===== config.mk =====
export PLATFORM = sky130hd
export DESIGN_NAME = sequential_stream_prefetch
export DESIGN_NICKNAME = d
export VERILOG_FILES = /design/src/rtl/core/ssp_pkg.sv /design/src/rtl/core/ssp_front.sv /design/src/rtl/core/ssp_queue.sv /design/src/rtl/core/ssp_back.sv /design/src/rtl/core/sequential_stream_prefetch.sv
export SDC_FILE = /design/constraint.sdc
export NUM_CORES = 2
export LEC_CHECK = 0
export ABC_CLOCK_PERIOD_IN_PS = 8900
export BUFFER_PORTS_ARGS = -buffer_cell sky130_fd_sc_hd__buf_2
export CORE_ASPECT_RATIO = 1.4
export CORE_UTILIZATION = 55
export CTS_CLUSTER_SIZE = 25
export DETAILED_ROUTE_END_ITERATION = 16
export PLACE_DENSITY = 0.8
export SYNTH_ARGS = -nofsm -noshare
export SYNTH_HDL_FRONTEND = slang
export SYNTH_SLANG_ARGS = --single-unit

===== constraint.sdc =====
create_clock -name i_clk -period 8.9 [get_ports i_clk]
set_input_delay 0.89 -clock i_clk [delete_from_list [all_inputs] [get_ports i_clk]]
set_output_delay 0.89 -clock i_clk [all_outputs]
set_load 0.03 [all_outputs]

===== src/rtl/core/ssp_pkg.sv =====
`timescale 1ns / 1ps
// Shared types and constants for the sequential stream prefetcher.
// No dependencies; every other file of the block refers to it by scoped names.
package ssp_pkg;

    // Fixed field widths
    localparam int CNT_W  = 5;   // prefetch_count register and beat counters
    localparam int THR_W  = 8;   // thread identifier
    localparam int LS_W   = 6;   // line_shift register
    localparam int WIDE_W = 64;  // width of the set-index sum used for stream detection

    // Command queue between front and back
    localparam int QDEPTH = 4;
    localparam int QPTR_W = $clog2(QDEPTH);

    // Configuration register indexes
    localparam logic [1:0] REG_LINE_SHIFT = 2'd0;
    localparam logic [1:0] REG_SET_MASK   = 2'd1;
    localparam logic [1:0] REG_TAG_MASK   = 2'd2;
    localparam logic [1:0] REG_PF_COUNT   = 2'd3;

    // Configuration reset values
    localparam logic [LS_W-1:0]   LINE_SHIFT_RST = 6'd6;
    localparam logic [WIDE_W-1:0] SET_MASK_RST   = 64'h0000_0000_0000_FFC0;
    localparam logic [WIDE_W-1:0] TAG_MASK_RST   = 64'h0000_FFFF_FFFF_0000;
    localparam logic [CNT_W-1:0]  PF_COUNT_RST   = 5'd1;

    // Event kinds
    localparam logic ACT_MISS = 1'b0;
    localparam logic ACT_HIT  = 1'b1;

    // Queue status seen by front and back
    typedef struct packed {
        logic empty;
        logic full;
    } t_qstat;

endpackage


===== src/rtl/core/ssp_front.sv =====
`timescale 1ns / 1ps
// Front end: accepts access events, detects streams and pointer hits,
// keeps last-miss and expected-prefetch state, pushes burst commands. Uses ssp_pkg.
module ssp_front #(
    parameter int ADDR_BITS = 48
) (
    input  logic                        i_clk,
    input  logic                        i_rst_n,
    input  logic                        i_valid,
    output logic                        o_stall,
    input  logic                        i_action,
    input  logic [ADDR_BITS-1:0]        i_address,
    input  logic [ssp_pkg::THR_W-1:0]   i_thread,
    input  logic [ssp_pkg::LS_W-1:0]    i_line_shift,
    input  logic [ADDR_BITS-1:0]        i_set_mask,
    input  logic [ADDR_BITS-1:0]        i_tag_mask,
    input  logic [ssp_pkg::CNT_W-1:0]   i_eff_count,
    input  logic [ADDR_BITS-1:0]        i_step,
    input  ssp_pkg::t_qstat             i_qstat,
    output logic                        o_push,
    output logic [ADDR_BITS-1:0]        o_first,
    output logic [ssp_pkg::CNT_W-1:0]   o_beats,
    output logic [ssp_pkg::THR_W-1:0]   o_thread
);
    localparam int CNT_W  = ssp_pkg::CNT_W;
    localparam int WIDE_W = ssp_pkg::WIDE_W;

    logic [ADDR_BITS-1:0] r_last_miss, n_last_miss;
    logic [ADDR_BITS-1:0] r_expected, n_expected;

    logic                 accept;
    logic [ADDR_BITS-1:0] set_in, set_last, set_exp;
    logic [ADDR_BITS-1:0] tag_in, tag_last, tag_exp;
    logic [ADDR_BITS-1:0] far_step;
    logic                 is_stream, is_hit;

    assign o_stall = i_qstat.full;
    assign accept  = i_valid && !i_qstat.full;

    assign tag_in   = i_address   & i_tag_mask;
    assign tag_last = r_last_miss & i_tag_mask;
    assign tag_exp  = r_expected  & i_tag_mask;
    // shifts past the address width leave zero, as the set index wants
    assign set_in   = (i_address   & i_set_mask) >> i_line_shift;
    assign set_last = (r_last_miss & i_set_mask) >> i_line_shift;
    assign set_exp  = (r_expected  & i_set_mask) >> i_line_shift;

    // count lines ahead; step is a power of two, so this is a shift
    assign far_step = ADDR_BITS'(i_eff_count) << i_line_shift;

    assign is_stream = (i_action == ssp_pkg::ACT_MISS) && (tag_in == tag_last) &&
                       ((WIDE_W'(set_last) + WIDE_W'(1)) == WIDE_W'(set_in));
    assign is_hit    = (i_action == ssp_pkg::ACT_HIT) && (tag_in == tag_exp) &&
                       (set_in == set_exp);

    always_comb begin
        n_last_miss = r_last_miss;
        n_expected  = r_expected;
        o_push      = 1'b0;
        o_first     = i_address + i_step;
        o_beats     = i_eff_count;
        o_thread    = i_thread;
        if (accept) begin
            if (i_action == ssp_pkg::ACT_MISS) begin
                n_last_miss = i_address;
                if (is_stream) begin
                    n_expected = i_address + i_step;
                    o_push     = (i_eff_count != '0);
                end
            end else if (is_hit) begin
                n_expected = r_expected + i_step;
                o_push     = 1'b1;
                o_first    = i_address + far_step;
                o_beats    = CNT_W'(1);
            end
        end
    end

    always_ff @(posedge i_clk) begin
        if (!i_rst_n) begin
            r_last_miss <= '0;
            r_expected  <= '0;
        end else begin
            r_last_miss <= n_last_miss;
            r_expected  <= n_expected;
        end
    end

endmodule


===== src/rtl/core/ssp_queue.sv =====
`timescale 1ns / 1ps
// Short command queue between the front and back ends.
// Register-based FIFO of depth ssp_pkg::QDEPTH; uses ssp_pkg.
module ssp_queue #(
    parameter int WIDTH = 61
) (
    input  logic             i_clk,
    input  logic             i_rst_n,
    input  logic             i_push,
    input  logic [WIDTH-1:0] i_data,
    input  logic             i_pop,
    output logic [WIDTH-1:0] o_data,
    output ssp_pkg::t_qstat  o_stat
);
    localparam int QDEPTH = ssp_pkg::QDEPTH;
    localparam int QPTR_W = ssp_pkg::QPTR_W;

    logic [WIDTH-1:0]  r_mem [QDEPTH];
    logic [QPTR_W-1:0] r_wr, r_rd;
    logic [QPTR_W:0]   r_cnt;

    assign o_stat.empty = (r_cnt == '0);
    assign o_stat.full  = (r_cnt == (QPTR_W+1)'(QDEPTH));
    assign o_data       = r_mem[r_rd];

    always_ff @(posedge i_clk) begin
        if (i_push) begin
            r_mem[r_wr] <= i_data;
        end
    end

    always_ff @(posedge i_clk) begin
        if (!i_rst_n) begin
            r_wr  <= '0;
            r_rd  <= '0;
            r_cnt <= '0;
        end else begin
            if (i_push) begin
                r_wr <= r_wr + QPTR_W'(1);
            end
            if (i_pop) begin
                r_rd <= r_rd + QPTR_W'(1);
            end
            case ({i_push, i_pop})
                2'b10:   r_cnt <= r_cnt + (QPTR_W+1)'(1);
                2'b01:   r_cnt <= r_cnt - (QPTR_W+1)'(1);
                default: r_cnt <= r_cnt;
            endcase
        end
    end

endmodule


===== src/rtl/core/ssp_back.sv =====
`timescale 1ns / 1ps
// Back end: takes burst commands from the queue and issues one prefetch
// beat per cycle from its output register while the receiver does not stall. Uses ssp_pkg.
module ssp_back #(
    parameter int ADDR_BITS = 48
) (
    input  logic                      i_clk,
    input  logic                      i_rst_n,
    input  ssp_pkg::t_qstat           i_qstat,
    input  logic [ADDR_BITS-1:0]      i_first,
    input  logic [ssp_pkg::CNT_W-1:0] i_beats,
    input  logic [ssp_pkg::THR_W-1:0] i_thread,
    input  logic [ADDR_BITS-1:0]      i_step,
    output logic                      o_pop,
    output logic                      o_valid,
    input  logic                      i_stall,
    output logic [ADDR_BITS-1:0]      o_prefetch_address,
    output logic [ssp_pkg::THR_W-1:0] o_thread_res,
    output logic                      o_last
);
    localparam int CNT_W = ssp_pkg::CNT_W;

    logic                      r_busy;
    logic [ADDR_BITS-1:0]      r_addr;
    logic [CNT_W-1:0]          r_left;
    logic [ssp_pkg::THR_W-1:0] r_thread;
    logic                      beat_done, final_beat;

    assign final_beat = (r_left == CNT_W'(1));
    assign beat_done  = r_busy && !i_stall;
    assign o_pop      = !i_qstat.empty && (!r_busy || (beat_done && final_beat));

    assign o_valid            = r_busy;
    assign o_prefetch_address = r_addr;
    assign o_thread_res       = r_thread;
    assign o_last             = final_beat;

    always_ff @(posedge i_clk) begin
        if (!i_rst_n) begin
            r_busy <= 1'b0;
            r_left <= '0;
        end else if (o_pop) begin
            r_busy <= 1'b1;
            r_left <= i_beats;
        end else if (beat_done) begin
            r_busy <= !final_beat;
            r_left <= r_left - CNT_W'(1);
        end
    end

    always_ff @(posedge i_clk) begin
        if (o_pop) begin
            r_addr   <= i_first;
            r_thread <= i_thread;
        end else if (beat_done) begin
            r_addr <= r_addr + i_step;
        end
    end

endmodule


===== src/rtl/core/sequential_stream_prefetch.sv =====
`timescale 1ns / 1ps
// Sequential stream prefetcher, top level: configuration registers, front end,
// command queue and back end. Uses ssp_pkg, ssp_front, ssp_queue, ssp_back.
//
// Usage:
//  - Input channel (i_valid / o_stall): one cache access event per beat, a miss
//    or a hit with its address and thread. A beat is taken every cycle while
//    the four-entry command queue has room; o_stall is simply "queue full".
//  - Output channel (o_valid / i_stall): one prefetch read address per beat,
//    o_last marks the final beat caused by an event.
//  - A stream miss yields prefetch_count beats (at most MAX_PREFETCH), a hit on the
//    expected-prefetch pointer yields one, anything else yields none.
//  - The first beat of an event passes the command queue and then the back end's
//    output register. The back end issues one beat per cycle while the receiver
//    does not stall and finishes one burst before it takes the next; the input keeps
//    flowing until the queue fills behind a long burst.
//  - When the receiver stalls, the current beat holds in the back end's output
//    register; the queue keeps absorbing events until full.
//  - Reset (synchronous, active low) clears both address trackers, the queue
//    and the back end, and restores configuration defaults. No clearing pass.
//  - Configuration is written through i_cfg_we / i_cfg_idx / i_cfg_data while
//    the block is idle.
module sequential_stream_prefetch #(
    parameter int ADDR_BITS    = 48,
    parameter int MAX_PREFETCH = 16
) (
    input  logic                      i_clk,
    input  logic                      i_rst_n,
    // configuration
    input  logic                      i_cfg_we,
    input  logic [1:0]                i_cfg_idx,
    input  logic [ADDR_BITS-1:0]      i_cfg_data,
    // access events
    input  logic                      i_valid,
    output logic                      o_stall,
    input  logic                      i_action,
    input  logic [ADDR_BITS-1:0]      i_address,
    input  logic [ssp_pkg::THR_W-1:0] i_thread,
    // prefetch requests
    output logic                      o_valid,
    input  logic                      i_stall,
    output logic [ADDR_BITS-1:0]      o_prefetch_address,
    output logic [ssp_pkg::THR_W-1:0] o_thread_res,
    output logic                      o_last
);
    localparam int CNT_W = ssp_pkg::CNT_W;
    localparam int THR_W = ssp_pkg::THR_W;
    localparam int LS_W  = ssp_pkg::LS_W;
    localparam int ENT_W = ADDR_BITS + CNT_W + THR_W;

    // configuration registers
    logic [LS_W-1:0]      r_line_shift;
    logic [ADDR_BITS-1:0] r_set_mask;
    logic [ADDR_BITS-1:0] r_tag_mask;
    logic [CNT_W-1:0]     r_pf_count;

    always_ff @(posedge i_clk) begin
        if (!i_rst_n) begin
            r_line_shift <= ssp_pkg::LINE_SHIFT_RST;
            r_set_mask   <= ssp_pkg::SET_MASK_RST[ADDR_BITS-1:0];
            r_tag_mask   <= ssp_pkg::TAG_MASK_RST[ADDR_BITS-1:0];
            r_pf_count   <= ssp_pkg::PF_COUNT_RST;
        end else if (i_cfg_we) begin
            case (i_cfg_idx)
                ssp_pkg::REG_LINE_SHIFT: r_line_shift <= i_cfg_data[LS_W-1:0];
                ssp_pkg::REG_SET_MASK:   r_set_mask   <= i_cfg_data;
                ssp_pkg::REG_TAG_MASK:   r_tag_mask   <= i_cfg_data;
                ssp_pkg::REG_PF_COUNT:   r_pf_count   <= i_cfg_data[CNT_W-1:0];
                default:                 r_pf_count   <= r_pf_count;
            endcase
        end
    end

    // derived settings: one line step (zero once the shift passes the width)
    // and the count clamped to the burst limit
    logic [ADDR_BITS-1:0] step;
    logic [CNT_W-1:0]     eff_count;

    assign step      = ADDR_BITS'(1) << r_line_shift;
    assign eff_count = (int'(r_pf_count) > MAX_PREFETCH) ? CNT_W'(MAX_PREFETCH)
                                                         : r_pf_count;

    // front end -> queue -> back end
    ssp_pkg::t_qstat      q_stat;
    logic                 q_push, q_pop;
    logic [ADDR_BITS-1:0] f_first;
    logic [CNT_W-1:0]     f_beats;
    logic [THR_W-1:0]     f_thread;
    logic [ENT_W-1:0]     q_head;

    ssp_front #(
        .ADDR_BITS (ADDR_BITS)
    ) u_front (
        .i_clk        (i_clk),
        .i_rst_n      (i_rst_n),
        .i_valid      (i_valid),
        .o_stall      (o_stall),
        .i_action     (i_action),
        .i_address    (i_address),
        .i_thread     (i_thread),
        .i_line_shift (r_line_shift),
        .i_set_mask   (r_set_mask),
        .i_tag_mask   (r_tag_mask),
        .i_eff_count  (eff_count),
        .i_step       (step),
        .i_qstat      (q_stat),
        .o_push       (q_push),
        .o_first      (f_first),
        .o_beats      (f_beats),
        .o_thread     (f_thread)
    );

    ssp_queue #(
        .WIDTH (ENT_W)
    ) u_queue (
        .i_clk   (i_clk),
        .i_rst_n (i_rst_n),
        .i_push  (q_push),
        .i_data  ({f_first, f_beats, f_thread}),
        .i_pop   (q_pop),
        .o_data  (q_head),
        .o_stat  (q_stat)
    );

    ssp_back #(
        .ADDR_BITS (ADDR_BITS)
    ) u_back (
        .i_clk              (i_clk),
        .i_rst_n            (i_rst_n),
        .i_qstat            (q_stat),
        .i_first            (q_head[ENT_W-1 -: ADDR_BITS]),
        .i_beats            (q_head[THR_W +: CNT_W]),
        .i_thread           (q_head[THR_W-1:0]),
        .i_step             (step),
        .o_pop              (q_pop),
        .o_valid            (o_valid),
        .i_stall            (i_stall),
        .o_prefetch_address (o_prefetch_address),
        .o_thread_res       (o_thread_res),
        .o_last             (o_last)
    );

    // checks
    a_push_room : assert property (@(posedge i_clk) disable iff (!i_rst_n)
        q_push |-> !q_stat.full)
        else $error("command pushed into a full queue");

    a_pop_data : assert property (@(posedge i_clk) disable iff (!i_rst_n)
        q_pop |-> !q_stat.empty)
        else $error("command popped from an empty queue");

    a_no_empty_burst : assert property (@(posedge i_clk) disable iff (!i_rst_n)
        q_pop |-> (q_head[THR_W +: CNT_W] != '0))
        else $error("burst command with zero beats");

    a_reset_quiet : assert property (@(posedge i_clk)
        !i_rst_n |=> (!o_valid && q_stat.empty))
        else $error("output or queue not idle after reset");

endmodule


==> results.ini, run 1 <==
[global_routing]
grt_pass1_vias=52300
overflow=187
grt_max_degree=88
grt_use_total=0.691
grt_first_pass_wirelength_um=406000

[logic_synthesis]
synth_top_family_by_area=simple AND/OR/NAND/NOR gates
synth_area_sq_um=44600
yosys-top-cells-area=edfxtp_1 (20%), mux4_2 (12%), dfxtp_1 (9.8%)
postSynthAreaPerCell_sq_um=8.94
synthCells=4988
synth_nets=5301
synth_edf_count=300
yosysUniqueCellTypes=98
synthAdderAreaFrac=0.0572
synth_seq_cells=518
synth_xor_area_frac=0.0647
synth_compound_area_frac=0.187
synth_mux_area_frac=0.152
ys.flop_type=edfxtp_1
synth_top_area_cell=edfxtp_1
yosys_warnings=0
yosys.area_share.simple=0.203
ys_seq_area_frac=0.300
ys_async_sr_fraction=0
synth_top_cell_area_share=0.202

[run_status]
lastStage=global routing (5_1_grt)
stop_error=[ERROR GRT-0116] Global routing finished with congestion. Check the congestion regions in the DRC Viewer.
status=did not finish

[floorplanning]
initial_utilization=0.555
die_width_um=243
die_h_um=339
floorplan.rows=123
pin_count=171

[clock_tree]
cts-buffers-inserted=47
clock-sinks=518
cts_root_buf=clkbuf_16
cts.repair.resized=0
cts_buffer_depth=3
htreeDepth=2
hold_buffers=0
post-cts-setup-buffer-count=0

[placed_design]
routabilityCongestion=1.20
hpwl_um=188000
port_buffers=170

## metrics by stage
| step | instance area [sq um] | worst slack, ns | utilization | instances | hold slack (ns) |
|---|---|---|---|---|---|
| 3_5_place_dp | 46900 | 1.03 | 0.584 | 6092 | 0.462 |
| 2_1_floorplan | 44600 | 1.85 | - | 4988 | 0.445 |
| 3_3_place_gp | 46900 | 1.03 | 0.584 | 6092 | 0.457 |
| 4_1_cts | 48500 | 0.790 | 0.604 | 6179 | 0.461 |
## per-layer routing
layer | overflow | global-route usage
met2 | 112 | 0.919
met3 | 2 | 0.459
met1 | 0 | 0.676
met4 | 73 | 0.747
met5 | 0 | 0.0947
## cell families after synthesis
family | count (synthesis)
adders and majority gates | 201
and+or+nand+nor | 1913
DFF | 518
AOI/OAI and AO/OA | 1278
buffers and inverters | 365
xor gates and xnor gates | 328
muxes | 385
## cell usage after synthesis, types with 59 or more instances
cell      number
nor3_1        87
and2_1        59
o21ai_0      270
nand4_1       60
a21o_1       104
inv_1         71
edfxtp_1     300
clkbuf_1     161
nand3b_1      82
xnor2_1      177
a21oi_1      360
nor2_1       384
mux2i_1      124
dfxtp_1      218
nand2_1      755
xor2_1       150
nand3_1      190
ha_1         196
mux4_2       230
==> run 2: changes to the inputs <==
--- a/config.mk
+++ b/config.mk
@@ -7,11 +7,9 @@
 export LEC_CHECK = 0
 export ABC_CLOCK_PERIOD_IN_PS = 8900
 export BUFFER_PORTS_ARGS = -buffer_cell sky130_fd_sc_hd__buf_2
-export CORE_ASPECT_RATIO = 1.4
-export CORE_UTILIZATION = 55
-export CTS_CLUSTER_SIZE = 25
+export CORE_UTILIZATION = 40
 export DETAILED_ROUTE_END_ITERATION = 16
-export PLACE_DENSITY = 0.8
+export PLACE_DENSITY_LB_ADDON = 0.15
 export SYNTH_ARGS = -nofsm -noshare
 export SYNTH_HDL_FRONTEND = slang
 export SYNTH_SLANG_ARGS = --single-unit
==> results.ini, run 2 <==
[critical_path]
setup.worst_path.start_class=flip-flop
slowest_delay_ns=0.98
crit_type=flip-flop to flip-flop
endpoint_kind=flip-flop
cp.required_ns=9.53
crit_slowest_cell=a211oi_1
cp_common_cell=or3_1
critPathArrivalTime_ns=8.51
worst-path-max-fanout=63
cp_cell_sequence=inv_6 -> mux4_2 -> a211oi_1 -> o2111ai_1 -> or3_1 -> or3_1 -> nor4_1 -> xor2_1 -> nor4_1 -> nand4_1 -> nand2b_1 -> o31ai_1 -> inv_1 -> ha_1 -> inv_1 -> fa_1 -> xor2_1 -> or3_1 -> a21oi_1

[global_routing]
overflow=0
grt_pass1_vias=40100
grt_use_total=0.364
grt_first_pass_wirelength_um=296000
antenna_found_initial=7
grt_max_degree=94

[finish]
layout-drive-gt1-share=0.144
layout_commonest_cell=nand2_1
syn_to_final_growth_pct=9.91
largest_reg_flops=244
fin_nets=5349
regMostFlops=u_queue.r_mem
n_fill_cell=11000
mostFrequentLayoutCells=nand2_1 (753), nor2_1 (383), a21oi_1 (360)

[drt]
drc_errors=0
drt-wirelength-per-cell_um=32.2
drtIter0Drc=5780
routed_wl_um=212000
vias_per_cell=6.64
route.vias.total=43700
drt_first_pass_iters=6
final_antenna_net_count=0

[logic_synthesis]
yosys-top-cells-area=edfxtp_1 (20%), mux4_2 (12%), dfxtp_1 (9.8%)
postSynthAreaPerCell_sq_um=8.94  ; unchanged
synth_seq_cells=518  ; unchanged
ys_seq_area_frac=0.300  ; unchanged
synth_area_sq_um=44600  ; unchanged
synth_nets=5301  ; unchanged
synth_edf_count=300  ; unchanged
synth_top_cell_area_share=0.202  ; unchanged
synthCells=4988  ; unchanged
yosys_warnings=0  ; unchanged
ys.flop_type=edfxtp_1
synth_top_area_cell=edfxtp_1
synth_common_cells=nand2_1 (755), nor2_1 (384), a21oi_1 (360), edfxtp_1 (300), o21ai_0 (270)
yosysMostFrequentCell=nand2_1
ys_async_sr_fraction=0  ; unchanged
yosysUniqueCellTypes=98  ; unchanged

[power_and_ir_drop]
fin_total_pwr_mw=7.70
power_density_nw_per_um2=157
p_leak_nw=18.1
vdd_drop_max_mv=0.195

[placed_design]
port_buffers=170  ; unchanged
hpwl_um=166000  ; -12%
routabilityCongestion=1.09  ; -8.6%

[floorplanning]
pin_count=171  ; unchanged
die_h_um=336  ; -0.89%
floorplan.rows=122  ; -0.81%
core_sq_um=111000
die_area_sq_um=113000
die_width_um=336  ; +38%
initial_utilization=0.403  ; -0.152

[clock_tree]
tritoncts=done
path_clk_slew_ns=0.06
cts_root_buf=clkbuf_16
worstSkewPairLatency_ns=0.71
hold_buffers=0  ; unchanged
post-cts-setup-buffer-count=0  ; unchanged
cts-buffers-inserted=60  ; +28%
cts_buffer_depth=3  ; unchanged
htreeDepth=2  ; unchanged
clock-sinks=518  ; unchanged
cts.repair.resized=0  ; unchanged

[run]
drv_cap=1

[timing]
max_freq_mhz=127
rsz0062_at_grt=no
hold_viol=0
period_minus_slack_ns=7.88
period_share=0.885
finalSetupViolCount=0
skew_ns=0.0609
maxSlewHeadroom=-0.0383
fin_setup_tns_ns=0
tightest_slew_ns=1.55
drv_slew=2

[min_path]
min_path_type=input port to flip-flop

[run_status]
status=finished, violations left
violations=capacitance limit, slew limit

-- run 2: area by class of cell --
type                    count  area (sq um)  area share
well taps                1488          1860      0.0380
flip-flops and latches    518         13400       0.273
inverters                  78           313     0.00638
clock inverters            36           437     0.00891
multi-input cells        4105         29600       0.604
diodes                      2          5.00    0.000102
repair buffers            273          1740      0.0354
clock buffers              77          1650      0.0336
-- run 2: stage by stage --
stage	utilization	setup slack (ns)	cells	area (sq um)	hold WS, ns
final	0.443	1.02	6577	49000	0.434
after global routing	0.443	0.645	6575	49000	0.424
after CTS	0.443	1.07	6575	49000	0.398
after global placement	0.424	0.997	6462	46900	0.470
after floorplan	-	1.85	4988	44600	0.445
after detailed placement	0.424	1.03	6462	46900	0.479
-- run 2: path summary, 6_finish.rpt --
path / startpoint / to / slack (ns) / depth (start not counted)
setup / recovery: r_line_shift[0] / u_queue.r_cnt[2] / 1.02 / 19
hold / removal: i_thread[3] / u_queue.r_mem[1][3] / 0.43 / 1
setup reg to reg: r_line_shift[0] / u_queue.r_cnt[2] / 1.02 / 19
hold reg to reg: u_front.r_last_miss[18] / u_front.r_last_miss[18] / 0.49 / 2
-- run 2: worst max-delay path, delay by kind of cell (launching register included) --
family / cells / cell delay [ns]
AOI/OAI and AO/OA: 4 / 2.32
xor gates and xnor gates: 2 / 0.21
adders and majority gates: 2 / 0.45
buffers and inverters: 3 / 0.65
DFF: 1 / 0.85
muxes: 1 / 0.61
and+or+nand+nor: 7 / 2.63
-- run 2: kinds of logic (layout without fill, tap and decap cells) --
family                   after synthesis  in the layout  synth area share
XOR/XNOR                             328            328            0.0647
AND/OR/NAND/NOR                     1913           1913             0.203
other                                  0              2                 0
adder cells (fa/ha/maj)              201            201            0.0572
AO/OA/AOI/OAI                       1278           1278             0.187
flip-flops                           518            518             0.300
multiplexers                         385            385             0.152
buffers and inverters                365            464            0.0366
-- run 2: power breakdown --
group          switching, mW  internal, mW  total, mW
Clock                   1.10          1.52       2.62
Combinational           1.42         0.724       2.14
Sequential             0.185          2.75       2.94
-- run 2: layer usage --
layer  track usage  part of all wire  vias up
li1              -                 -    18900
met1         0.496              0.41    21400
met2         0.521              0.41     2705
met3        0.0975              0.11      641
met4         0.198             0.067        8
met5             0           0.00041        -
(Power assumes the default switching activity.)
